## config.mk

```make
export PLATFORM = sky130hd
export DESIGN_NAME = lis_search
export DESIGN_NICKNAME = d
export VERILOG_FILES = /design/src/rtl/lis_pkg.sv /design/src/rtl/lis_search.sv
export SDC_FILE = /design/constraint.sdc
export NUM_CORES = 1
export LEC_CHECK = 0
export BUFFER_PORTS_ARGS = -buffer_cell sky130_fd_sc_hd__clkbuf_2
export CORE_ASPECT_RATIO = 1.2
export CORE_UTILIZATION = 55
export CTS_BUF_LIST = sky130_fd_sc_hd__clkbuf_8 sky130_fd_sc_hd__clkbuf_16
export DETAILED_ROUTE_END_ITERATION = 6
export GPL_ROUTABILITY_DRIVEN = 0
export PLACE_DENSITY = 0.8
export SETUP_SLACK_MARGIN = 0.4
export SLEW_MARGIN = 15
export SYNTH_ARGS = -nofsm -noshare
export SYNTH_HDL_FRONTEND = slang
export SYNTH_SLANG_ARGS = --single-unit
```

## constraint.sdc

```tcl
create_clock -name clk_i -period 17.93 [get_ports clk_i]
set_clock_uncertainty 0.1 [all_clocks]
set_input_delay 0.8965 -clock clk_i [delete_from_list [all_inputs] [get_ports clk_i]]
set_output_delay 0.8965 -clock clk_i [all_outputs]
set_load 0.01 [all_outputs]
```

## src/rtl/lis_pkg.sv

```systemverilog
`timescale 1ns / 1ps
// ----------------------------------------------------------------------------
// lis_pkg - shared types and constants for the tails search
// Default sizes, beat field widths, search state encoding and the result
// record handed from the search engine to the output stage.
// ----------------------------------------------------------------------------
package lis_pkg;

  localparam int unsigned MaxTailsDef  = 1024;
  localparam int unsigned ValueBitsDef = 32;

  // fixed beat field widths
  localparam int unsigned InValueW  = 32;
  localparam int unsigned LenOutW   = 11;
  localparam int unsigned OutTdataW = 16;

  typedef enum logic [1:0] {
    ST_IDLE,
    ST_SEARCH,
    ST_UPDATE
  } srch_state_e;

  typedef struct packed {
    logic               eos;
    logic               overflow;
    logic [LenOutW-1:0] lis_length;
  } lis_res_t;

endpackage

```

## src/rtl/lis_search.sv

```systemverilog
`timescale 1ns / 1ps
// ----------------------------------------------------------------------------
// lis_search - lower-bound search and update of the tails memory
// Binary-searches the sorted tails for the first entry not less than the
// value, one memory read per step, then overwrites that tail or appends one (an append is dropped when full).
// ----------------------------------------------------------------------------
module lis_search #(
  parameter int unsigned MaxTails  = lis_pkg::MaxTailsDef,
  parameter int unsigned ValueBits = lis_pkg::ValueBitsDef
) (
  input  logic                        clk_i,
  input  logic                        rst_ni,
  input  logic                        in_valid_i,
  output logic                        in_ready_o,
  input  logic [ValueBits-1:0]        in_value_i,
  input  logic                        in_last_i,
  output logic                        ram_we_o,
  output logic                        ram_re_o,
  output logic [$clog2(MaxTails)-1:0] ram_addr_o,
  output logic [ValueBits-1:0]        ram_wdata_o,
  input  logic [ValueBits-1:0]        ram_rdata_i,
  output logic                        res_valid_o,
  input  logic                        res_ready_i,
  output lis_pkg::lis_res_t           res_o
);

  localparam int unsigned AW = $clog2(MaxTails);
  localparam int unsigned LW = $clog2(MaxTails + 1);

  lis_pkg::srch_state_e state_q, state_d;
  logic [ValueBits-1:0] val_q, val_d;
  logic                 last_q, last_d;
  logic [LW-1:0]        lo_q, lo_d, hi_q, hi_d, mid_q, mid_d;
  logic [LW-1:0]        len_q, len_d;
  logic                 ovf_q, ovf_d;

  logic                 less;
  logic [LW-1:0]        lo_n, hi_n, mid_n;
  logic                 append, full;
  logic [LW-1:0]        len_new;
  logic                 ovf_new;

  always_ff @(posedge clk_i or negedge rst_ni) begin
    if (!rst_ni) begin
      state_q <= lis_pkg::ST_IDLE;
      len_q   <= '0;
      ovf_q   <= 1'b0;
    end else begin
      state_q <= state_d;
      len_q   <= len_d;
      ovf_q   <= ovf_d;
    end
  end

  always_ff @(posedge clk_i) begin
    val_q  <= val_d;
    last_q <= last_d;
    lo_q   <= lo_d;
    hi_q   <= hi_d;
    mid_q  <= mid_d;
  end

  // one search step: compare the tail read last cycle, narrow the range
  assign less  = $signed(ram_rdata_i) < $signed(val_q);
  assign lo_n  = less ? mid_q + LW'(1) : lo_q;
  assign hi_n  = less ? hi_q : mid_q;
  assign mid_n = lo_n + ((hi_n - lo_n) >> 1);

  // lo equals len when every tail is smaller
  assign append  = (lo_q == len_q);
  assign full    = (len_q == LW'(MaxTails));
  assign len_new = (append && !full) ? len_q + LW'(1) : len_q;
  assign ovf_new = ovf_q | (append && full);

  always_comb begin
    state_d     = state_q;
    val_d       = val_q;
    last_d      = last_q;
    lo_d        = lo_q;
    hi_d        = hi_q;
    mid_d       = mid_q;
    len_d       = len_q;
    ovf_d       = ovf_q;
    in_ready_o  = 1'b0;
    ram_we_o    = 1'b0;
    ram_re_o    = 1'b0;
    ram_addr_o  = mid_q[AW-1:0];
    ram_wdata_o = val_q;
    res_valid_o = 1'b0;
    res_o.lis_length = lis_pkg::LenOutW'(len_new);
    res_o.overflow   = ovf_new;
    res_o.eos        = last_q;

    unique case (state_q)
      lis_pkg::ST_IDLE: begin
        in_ready_o = 1'b1;
        if (in_valid_i) begin
          val_d  = in_value_i;
          last_d = in_last_i;
          lo_d   = '0;
          hi_d   = len_q;
          mid_d  = len_q >> 1;
          if (len_q != '0) begin
            ram_re_o   = 1'b1;
            ram_addr_o = mid_d[AW-1:0];
            state_d    = lis_pkg::ST_SEARCH;
          end else begin
            state_d = lis_pkg::ST_UPDATE;
          end
        end
      end
      lis_pkg::ST_SEARCH: begin
        lo_d = lo_n;
        hi_d = hi_n;
        if (lo_n < hi_n) begin
          mid_d      = mid_n;
          ram_re_o   = 1'b1;
          ram_addr_o = mid_n[AW-1:0];
        end else begin
          state_d = lis_pkg::ST_UPDATE;
        end
      end
      lis_pkg::ST_UPDATE: begin
        res_valid_o = 1'b1;
        ram_addr_o  = lo_q[AW-1:0];
        if (res_ready_i) begin
          // a dropped append leaves the memory alone
          ram_we_o = !(append && full);
          len_d    = last_q ? '0 : len_new;
          ovf_d    = last_q ? 1'b0 : ovf_new;
          state_d  = lis_pkg::ST_IDLE;
        end
      end
      default: begin
        state_d = lis_pkg::ST_IDLE;
      end
    endcase
  end

endmodule

```

[After elaboration in Yosys (flattened, before gate mapping)]
Index checks and enable logic that the tools add are counted.
Operators by class
  add/subtract/negate cells: 4
  order comparisons: 2
  eq/ne operators: 8
  muxes and demuxes: 29
  bitwise gates (word level): 1
  reduce and logical (&&, ||, !) cells: 12
Operators with widths (count)
  $mux W11: 8
  $pmux W11 S2: 3
  $lt A32 B32 Y1: 1
  $mux W10: 3
  $pmux W10 S3: 1
  $add A11 B1 Y11 const B: 2
  $add A11 B10 Y11: 1
  $eq A11 B11 Y1: 1
  $eq A11 B11 Y1 const B: 1
  $lt A11 B11 Y1: 1
  $reduce_bool A11 Y1: 1
  $sub A11 B11 Y11: 1
  $mux W1: 8
  $mux W2: 4
  $ne A2 B2 Y1 const B: 4
  $pmux W2 S3: 1
  $reduce_and A2 Y1: 3
  $reduce_and A3 Y1: 2
  $eq A2 B1 Y1 const B: 1
  $eq A2 B2 Y1 const B: 1
  $logic_and A1 B1 Y1: 2
  $logic_not A1 Y1: 2
  $logic_not A2 Y1: 1
  $pmux W1 S2: 1
  other kinds (2): 2
Storage, ports and cells
  bits in registers: 80
  bits of input ports: 69
  logic and storage cells: 64

[Longest topological paths before layout]
Gate-level depths: netlist (run 1).
  word-level depth: 6
  gate-level depth with buffers: 31

[Worst setup path after synthesis (run 1)]
Ideal clock, no wire load.
  path type: input to output
  start: input ram_rdata_i[21]
  end: output ram_addr_o[7]
  arrival time: 6.141 ns
  slack: 10.793 ns
  stages: 30
  buffers on the path: 2
  cell sequence: ha_1 -> a211oi_1 -> o21bai_1 -> a21oi_1 -> nor2_4 -> a21oi_1 -> mux2i_1 -> buf_2 -> buf_2 -> nor2_1 -> a21oi_1 -> ha_1 -> inv_1 -> fa_1 -> a21o_1 -> a21oi_1 -> o21bai_1 -> a21oi_1 -> nor2b_1 -> o21a_1 -> nor2_1 -> xnor2_1 -> ha_1 -> inv_1 -> nor4_1 -> a21oi_1 -> o311ai_0 -> or3b_1 -> nor4_2 -> a211oi_1
On the way
  cells in the longest elaborated chain, start to end: 6
  elaborated cells on any way between the ends: 8
  classes of those cells: 2 x add/sub; 2 x order compare; 4 x mux
Ends and longest elaborated chain
  start: declaration: RTL line lis_search.sv:21  | input logic [ValueBits-1:0] ram_rdata_i,
  $lt A32 B32 Y1 (*): RTL line lis_search.sv:64  | assign less = $signed(ram_rdata_i) < $signed(val_q);
  $mux W11 (*): RTL line lis_search.sv:65  | assign lo_n = less ? mid_q + LW'(1) : lo_q;
  via lo_n[0]: RTL line lis_search.sv:38  | logic [LW-1:0] lo_n, hi_n, mid_n;
  $sub A11 B11 Y11: RTL line lis_search.sv:67  | assign mid_n = lo_n + ((hi_n - lo_n) >> 1);
  $add A11 B10 Y11: RTL line lis_search.sv:67
  $mux W10 (*): RTL line lis_search.sv:115  | if (lo_n < hi_n) begin
  $pmux W10 S3 (*): RTL line lis_search.sv:94  | unique case (state_q)
  end: declaration: RTL line lis_search.sv:19  | output logic [$clog2(MaxTails)-1:0] ram_addr_o,
Mark *: on every way through the listed nets, which the timed path passes. The rest lies on a longest branch.

[Worst setup path in the final report (run 1)]
  start: input ram_rdata_i[1]
  end: output ram_addr_o[5]
On the way
  cells in the longest elaborated chain, start to end: 6
  elaborated cells on any way between the ends: 8
  classes of those cells: 2 x add/sub; 2 x order compare; 4 x mux
Ends and longest elaborated chain (RTL line)
  $lt A32 B32 Y1 (*): lis_search.sv:64
  $mux W11 (on tied branches): lis_search.sv:66, lis_search.sv:65
  $sub A11 B11 Y11: lis_search.sv:67
  $add A11 B10 Y11: lis_search.sv:67
  $mux W10 (*): lis_search.sv:115
  $pmux W10 S3 (*): lis_search.sv:94
Mark *: on every way between the ends. The rest lies on a longest branch, timed or not.

==> results of run 1 <==
## report_power, final
group | total [mW] | leakage, nW | internal (mW) | switching [mW]
Sequential | 0.223 | 0.820 | 0.213 | 0.00987
Clock | 0.201 | 0.162 | 0.122 | 0.0783
Combinational | 0.340 | 2.44 | 0.134 | 0.206
Total | 0.764 | 3.43 | 0.469 | 0.295
## registers in the layout (all words and copies together), names as in the netlist
name         flops
ram_wdata_o     32
hi_q            11
len_q           11
lo_q            11
mid_q           11
state_q          2
last_q           1
ovf_q            1
## kinds of logic after synthesis
kind of cell / after synthesis / share of synthesized area [%]
simple gates: 235 / 18.26
compound gates: 166 / 17.44
mux: 24 / 4.049
buf+inv: 94 / 5.779
xor+xnor: 47 / 6.586
fa+ha+maj: 56 / 11.24
flops: 80 / 36.64
## layout by cell type (no fill, tap or decap), drive strengths merged, types with 6 or more instances in the layout
cell type,count
clkbuf,136
nand2,78
edfxtp,66
nor2,64
inv,62
o21ai,57
ha,54
xnor2,33
a21oi,30
nand3,22
a211oi,15
xor2,14
dfrtp,14
mux2i,13
nor3,12
a21o,11
mux2,11
nand4,9
o22ai,8
and3,8
buf,7
o211ai,6
and2,6
nor4,6
## per-layer routing
layer	routed length [µm]	vias to the layer above	track usage, %
li1	-	2741	-
met3	1398	49	5.999
met1	6386	2691	32.22
met5	0	-	0
met2	8202	314	47.13
met4	593	0	13.86
## worst min-delay path by stage
stage,startpoint,end,slack (ns),cells after the start
after floorplan,ovf_q,ovf_q,0.41,2
after global placement,ovf_q,ovf_q,0.43,2
after detailed placement,ovf_q,ovf_q,0.45,2
after CTS,rst_ni,ovf_q,0.36,1
after global routing,rst_ni,len_q[2],0.38,1
final,rst_ni,ovf_q,0.35,1
## worst max-delay path: cells and delay by family
kind | cells | cell delay (ns)
muxes | 2 | 0.82
adders and majority gates | 3 | 0.80
buffers and inverters | 3 | 0.66
xor gates and xnor gates | 1 | 0.23
and+or+nand+nor | 6 | 0.74
AOI/OAI and AO/OA | 9 | 2.81
## area by class of cell
cell class | instances | area, µm² | area share, %
multi-input combinational | 528 | 3669 | 49.42
sequential | 80 | 2332 | 31.42
timing repair buffer | 134 | 688.2 | 9.270
clock buffer | 9 | 225.2 | 3.034
inverter | 59 | 221.5 | 2.983
tap | 154 | 192.7 | 2.596
clock inverter | 7 | 95.09 | 1.281
## through the flow
| stage | util [%] | worst slack (ns) | hold WS, ns |
|---|---|---|---|
| after floorplan | - | 10.79 | 0.4075 |
| after global placement | 63.76 | 10.24 | 0.4302 |
| after detailed placement | 63.76 | 10.12 | 0.4524 |
| after CTS | 66.63 | 10.06 | 0.3559 |
| after global routing | 66.63 | 9.496 | 0.3787 |
| final | 66.63 | 9.952 | 0.3549 |
==> flow_summary.toml, run 1 <==
[outcome]
status = "finished, violations left"
violations = "design-rule violations"

[setup_path]
crit_fanout = 29
crit_end = "ram_addr_o[5]"
crit_path_start_kind = "primary input"
cp-startpoint = "ram_rdata_i[1]"
worstPathCellList = "clkbuf_2, ha_1, o21ai_0, nor2_1, o311ai_1, o2111ai_1, a21oi_1, mux2i_2, buf_4, mux2i_1, ha_1, a21o_1, a21o_1, and3_1, a21oi_1, and2_1, ha_1, nand2_1, a2111oi_2, nor2_1, xnor2_1, nor4_1, a211oi_1, clkbuf_2"
reg2reg_slack_ns = 11.48
rr_worst_depth = 23
worst_ep_arrival_time_ns = 6.98
crit-reg2reg-launch = "ram_wdata_o[1]"
worstPathRequired_ns = 16.93
path_class = "in2out"
slowest_stage = "a2111oi_2"
slowest_delay_ns = 0.61
end_kind = "primary output"
r2r_end = "mid_q[9]"
cp_common_cell = "ha_1"

[synth]
yosysWarningCount = 0
synth.top_cell.area_share_pct = 31.14
synth_ff_type = "edfxtp_1"
synth_seq_cells = 80
syn_avg_cell_area_um2 = 9.067
synth_commonest_cells = "nand2_1 (77), edfxtp_1 (66), nor2_1 (63), inv_1 (59), o21ai_0 (55)"
async_flop_share_pct = 17.50
syn_nets = 827
synth_top_area_cell = "edfxtp_1"
yosysMostFrequentCell = "nand2_1"
synth_edf_count = 66
synth.cell_area_um2 = 6365
syn_inst = 702
synth_cell_type_count = 72
synth_area_leaders = "edfxtp_1 (31%), ha_1 (11%), dfrtp_1 (5.5%)"
synth_seq_area_share_pct = 36.64

[global_routing]
antenna_found_initial = 0
grt_usage_pct = 27.53
overflow = 0
grt_first_pass_wirelength_um = 25900
grt_max_degree = 34
grt_pass1_vias = 5527

[power_and_ir_drop]
powerDensity_nw_per_um2 = 102.9
power_leakage_nw = 3.426
ir_drop_mv = 0.1354
p_total_uw = 763.9

[clock_tree]
path_clk_slew_ns = 0.06
cts_resized = 0
hold_buffers = 0
clock_path_buffers = 2
htreeDepth = 3
cts_root_buf = "clkbuf_16"
cts_setup_buffers = 0
cts_sinks = 80
cts_tree = "yes"
cts_buffers = 9
insertion_delay_ns = 0.34

[die]
die_area_um2 = 12010
io_pins = 128
initial_core_util_pct = 57.13
die-height_um = 119.8
dieWidth_um = 100.2
core_area_um2 = 11140
rows = 42

[timing]
hold_viol = 0
slew_headroom_pct = 50.99
rsz0062_at_grt = "no"
fin_crit_ns = 7.978
slew_viol_final = 0
fmax_ghz = 0.1253
tns_ns = 0
setup_viol = 0
period_share_pct = 44.50
worst_slew_pin_slew_ns = 0.7325

[placed_design]
dp_hpwl_um = 12370
dp_cells = 955
port_buffers = 127
placed_area_um2 = 7103

[final_layout]
fin_area_um2 = 7423
syn2layout_area_growth_pct = 16.63
n_antenna_cell = 0
nFillCells = 875
layout.cells.non_filler = 971
drive_gt1_share_pct = 22.52
layout.nets = 937

[drt]
drc = 1
vias_per_cell = 5.968
drt-pass1-iter-count = 7
num_vias = 5795
wire_per_inst_um = 17.08
drtIter0Drc = 434
drt_wl_total_um = 16580
drt.antenna.violating_nets = 0

[run]
maxCapViolCount = 0

[min_path]
min_path_type = "in2async"
No activity file was read; power rests on OpenSTA's default activity.
==> run 2, diff against run 1 <==
clock period = 7.56 ns   (was 17.93 ns; I/O delays follow)
==> flow_summary.toml, run 2 (synthesized netlist as in run 1, its figures left out) <==
[drt]
drt-pass1-iter-count = 5
drc = 0
num_vias = 5937
drt.antenna.violating_nets = 0
wire_per_inst_um = 17.54
drtIter0Drc = 403
drt_wl_total_um = 17140
vias_per_cell = 6.077

[final_layout]
regArea_um2 = 2332
layout.nets = 943
fin_area_um2 = 7493
syn2layout_area_growth_pct = 17.73
final_cell_mix = "clkbuf_2 (127), nand2_1 (77), edfxtp_1 (66), nor2_1 (63), inv_1 (59)"
n_antenna_cell = 0
final_common_cell = "clkbuf_2"
multiInputGateArea_um2 = 3725
drive_gt1_share_pct = 24.06
layout.cells.non_filler = 977
largest_reg_flops = 32
nFillCells = 890

[timing]
slew_headroom_pct = 32.35
setup_viol = 0
hold_viol = 0
fin_crit_ns = 6.795
whs_ns = 0.1061
slew_viol_final = 0
worst_slew_pin_slew_ns = 1.009
rsz0062_at_grt = "no"
period_share_pct = 89.88
fmax_ghz = 0.1472
tns_ns = 0

[die]
core_area_um2 = 11140
die-height_um = 119.8
io_pins = 128
rows = 42
dieWidth_um = 100.2
initial_core_util_pct = 57.13
die_area_um2 = 12010

[run]
maxCapViolCount = 0

[setup_path]
end_kind = "primary output"
crit_fanout = 16
crit_path_start_kind = "flop"
crit-reg2reg-launch = "ram_wdata_o[15]"
path_class = "reg2out"
r2r_end = "mid_q[10]"
worst_ep_arrival_time_ns = 6.32
rr_worst_depth = 29
worstPathRequired_ns = 7.08
reg2reg_slack_ns = 1.45
slowest_stage = "or3b_1"
slowest_delay_ns = 0.44

[clock_tree]
path_clk_slew_ns = 0.07
cts_tree = "yes"
htreeDepth = 3
cts_sinks = 80
cts_root_buf = "clkbuf_16"
insertion_delay_ns = 0.34
clock_path_buffers = 2
cts_buffers = 9

[global_routing]
grt_pass1_vias = 5711
overflow = 0
grt_usage_pct = 28.50
grt_max_degree = 34
antenna_found_initial = 0
grt_first_pass_wirelength_um = 26750

[power_and_ir_drop]
ir_drop_mv = 0.1912
pwr-share-clk_pct = 23.3
sw_frac_of_total_pct = 40.40
pwr-share-comb_pct = 46.9
switching_power_uw = 719.7
seq_power_share_pct = 29.8
power_leakage_nw = 3.433
powerDensity_nw_per_um2 = 237.7
p_int_mw = 1.062

[placed_design]
dp_cells = 955
port_buffers = 127
dp_hpwl_um = 12860
placed_area_um2 = 7108

[outcome]
status = "completed"

[min_path]
worstHoldPathCells = 1
hold_start = "in_value_i[25]"
holdPathEnd = "ram_wdata_o[25]"
min_path_type = "in2reg"
## run 2: changes by cell type in the layout (fill, tap and decap cells not counted), sizes merged
cell         before  now
clkinv            2    3
clkinvlp          0    1
buf               7   12
dlygate4sd3       0    1
bufinv            2    0
## run 2: area by class of cell
type	count	share of cell area (%)
multi-input combinational	528	49.71
sequential	80	31.12
clock buffer	9	3.006
inverter	59	2.955
tap	154	2.571
clock inverter	7	0.7180
timing repair buffer	140	9.918
## run 2: timing repair
item,4_1_cts,5_1_grt
buffers inserted,0,5
pin swaps,0,2
setup endpoints to repair,1,5
resized for setup,2,9
hold buffers,1,0
gates cloned,0,0
endpoints found under the hold margin,14,0
## run 2: worst max path at each step
stage | slack, ns | from | end | cells after the start
final | 0.77 | ram_wdata_o[15] | ram_addr_o[7] | 31
after global routing | 0.39 | ram_wdata_o[1] | ram_addr_o[7] | 31
after CTS | 0.48 | ram_wdata_o[21] | ram_addr_o[9] | 31
after detailed placement | 0.71 | ram_rdata_i[1] | ram_addr_o[9] | 24
after global placement | 0.94 | ram_rdata_i[1] | ram_addr_o[9] | 24
after floorplan | 1.39 | ram_wdata_o[21] | ram_addr_o[7] | 31
## run 2: layer usage
metal,up-vias,track usage [%],share of wire [%]
met5,-,0,0
met3,61,5.941,8.4
met4,0,13.86,3.7
li1,2761,-,-
met1,2778,32.10,38
met2,337,50.64,50
## run 2: through the flow
| stage | power, mW | setup slack [ns] | utilization (%) |
|---|---|---|---|
| global route | 1.873 | 0.3940 | 67.26 |
| detailed placement | 1.332 | 0.7057 | 63.80 |
| finish | 1.781 | 0.7653 | 67.26 |
| floorplan | 1.116 | 1.387 | - |
| CTS | 1.748 | 0.4780 | 66.49 |
| global placement | 1.300 | 0.9415 | 63.80 |
## run 2: power by group through the flow
stage	clock, mW	sequential, mW	combinational, mW
finish	0.415	0.531	0.836
global route	0.436	0.533	0.905
CTS	0.417	0.530	0.802
detailed placement	0	0.539	0.793
global placement	0	0.537	0.763
floorplan	0	0.533	0.583
## run 2: critical path, delay by kind of cell, from the launching register on
family / cells / cell delay [ns]
muxes: 1 / 0.18
xor gates and xnor gates: 1 / 0.13
DFF: 1 / 0.37
buffers and inverters: 6 / 0.77
AOI/OAI and AO/OA: 12 / 1.91
adders and majority gates: 4 / 1.14
and+or+nand+nor: 7 / 1.45
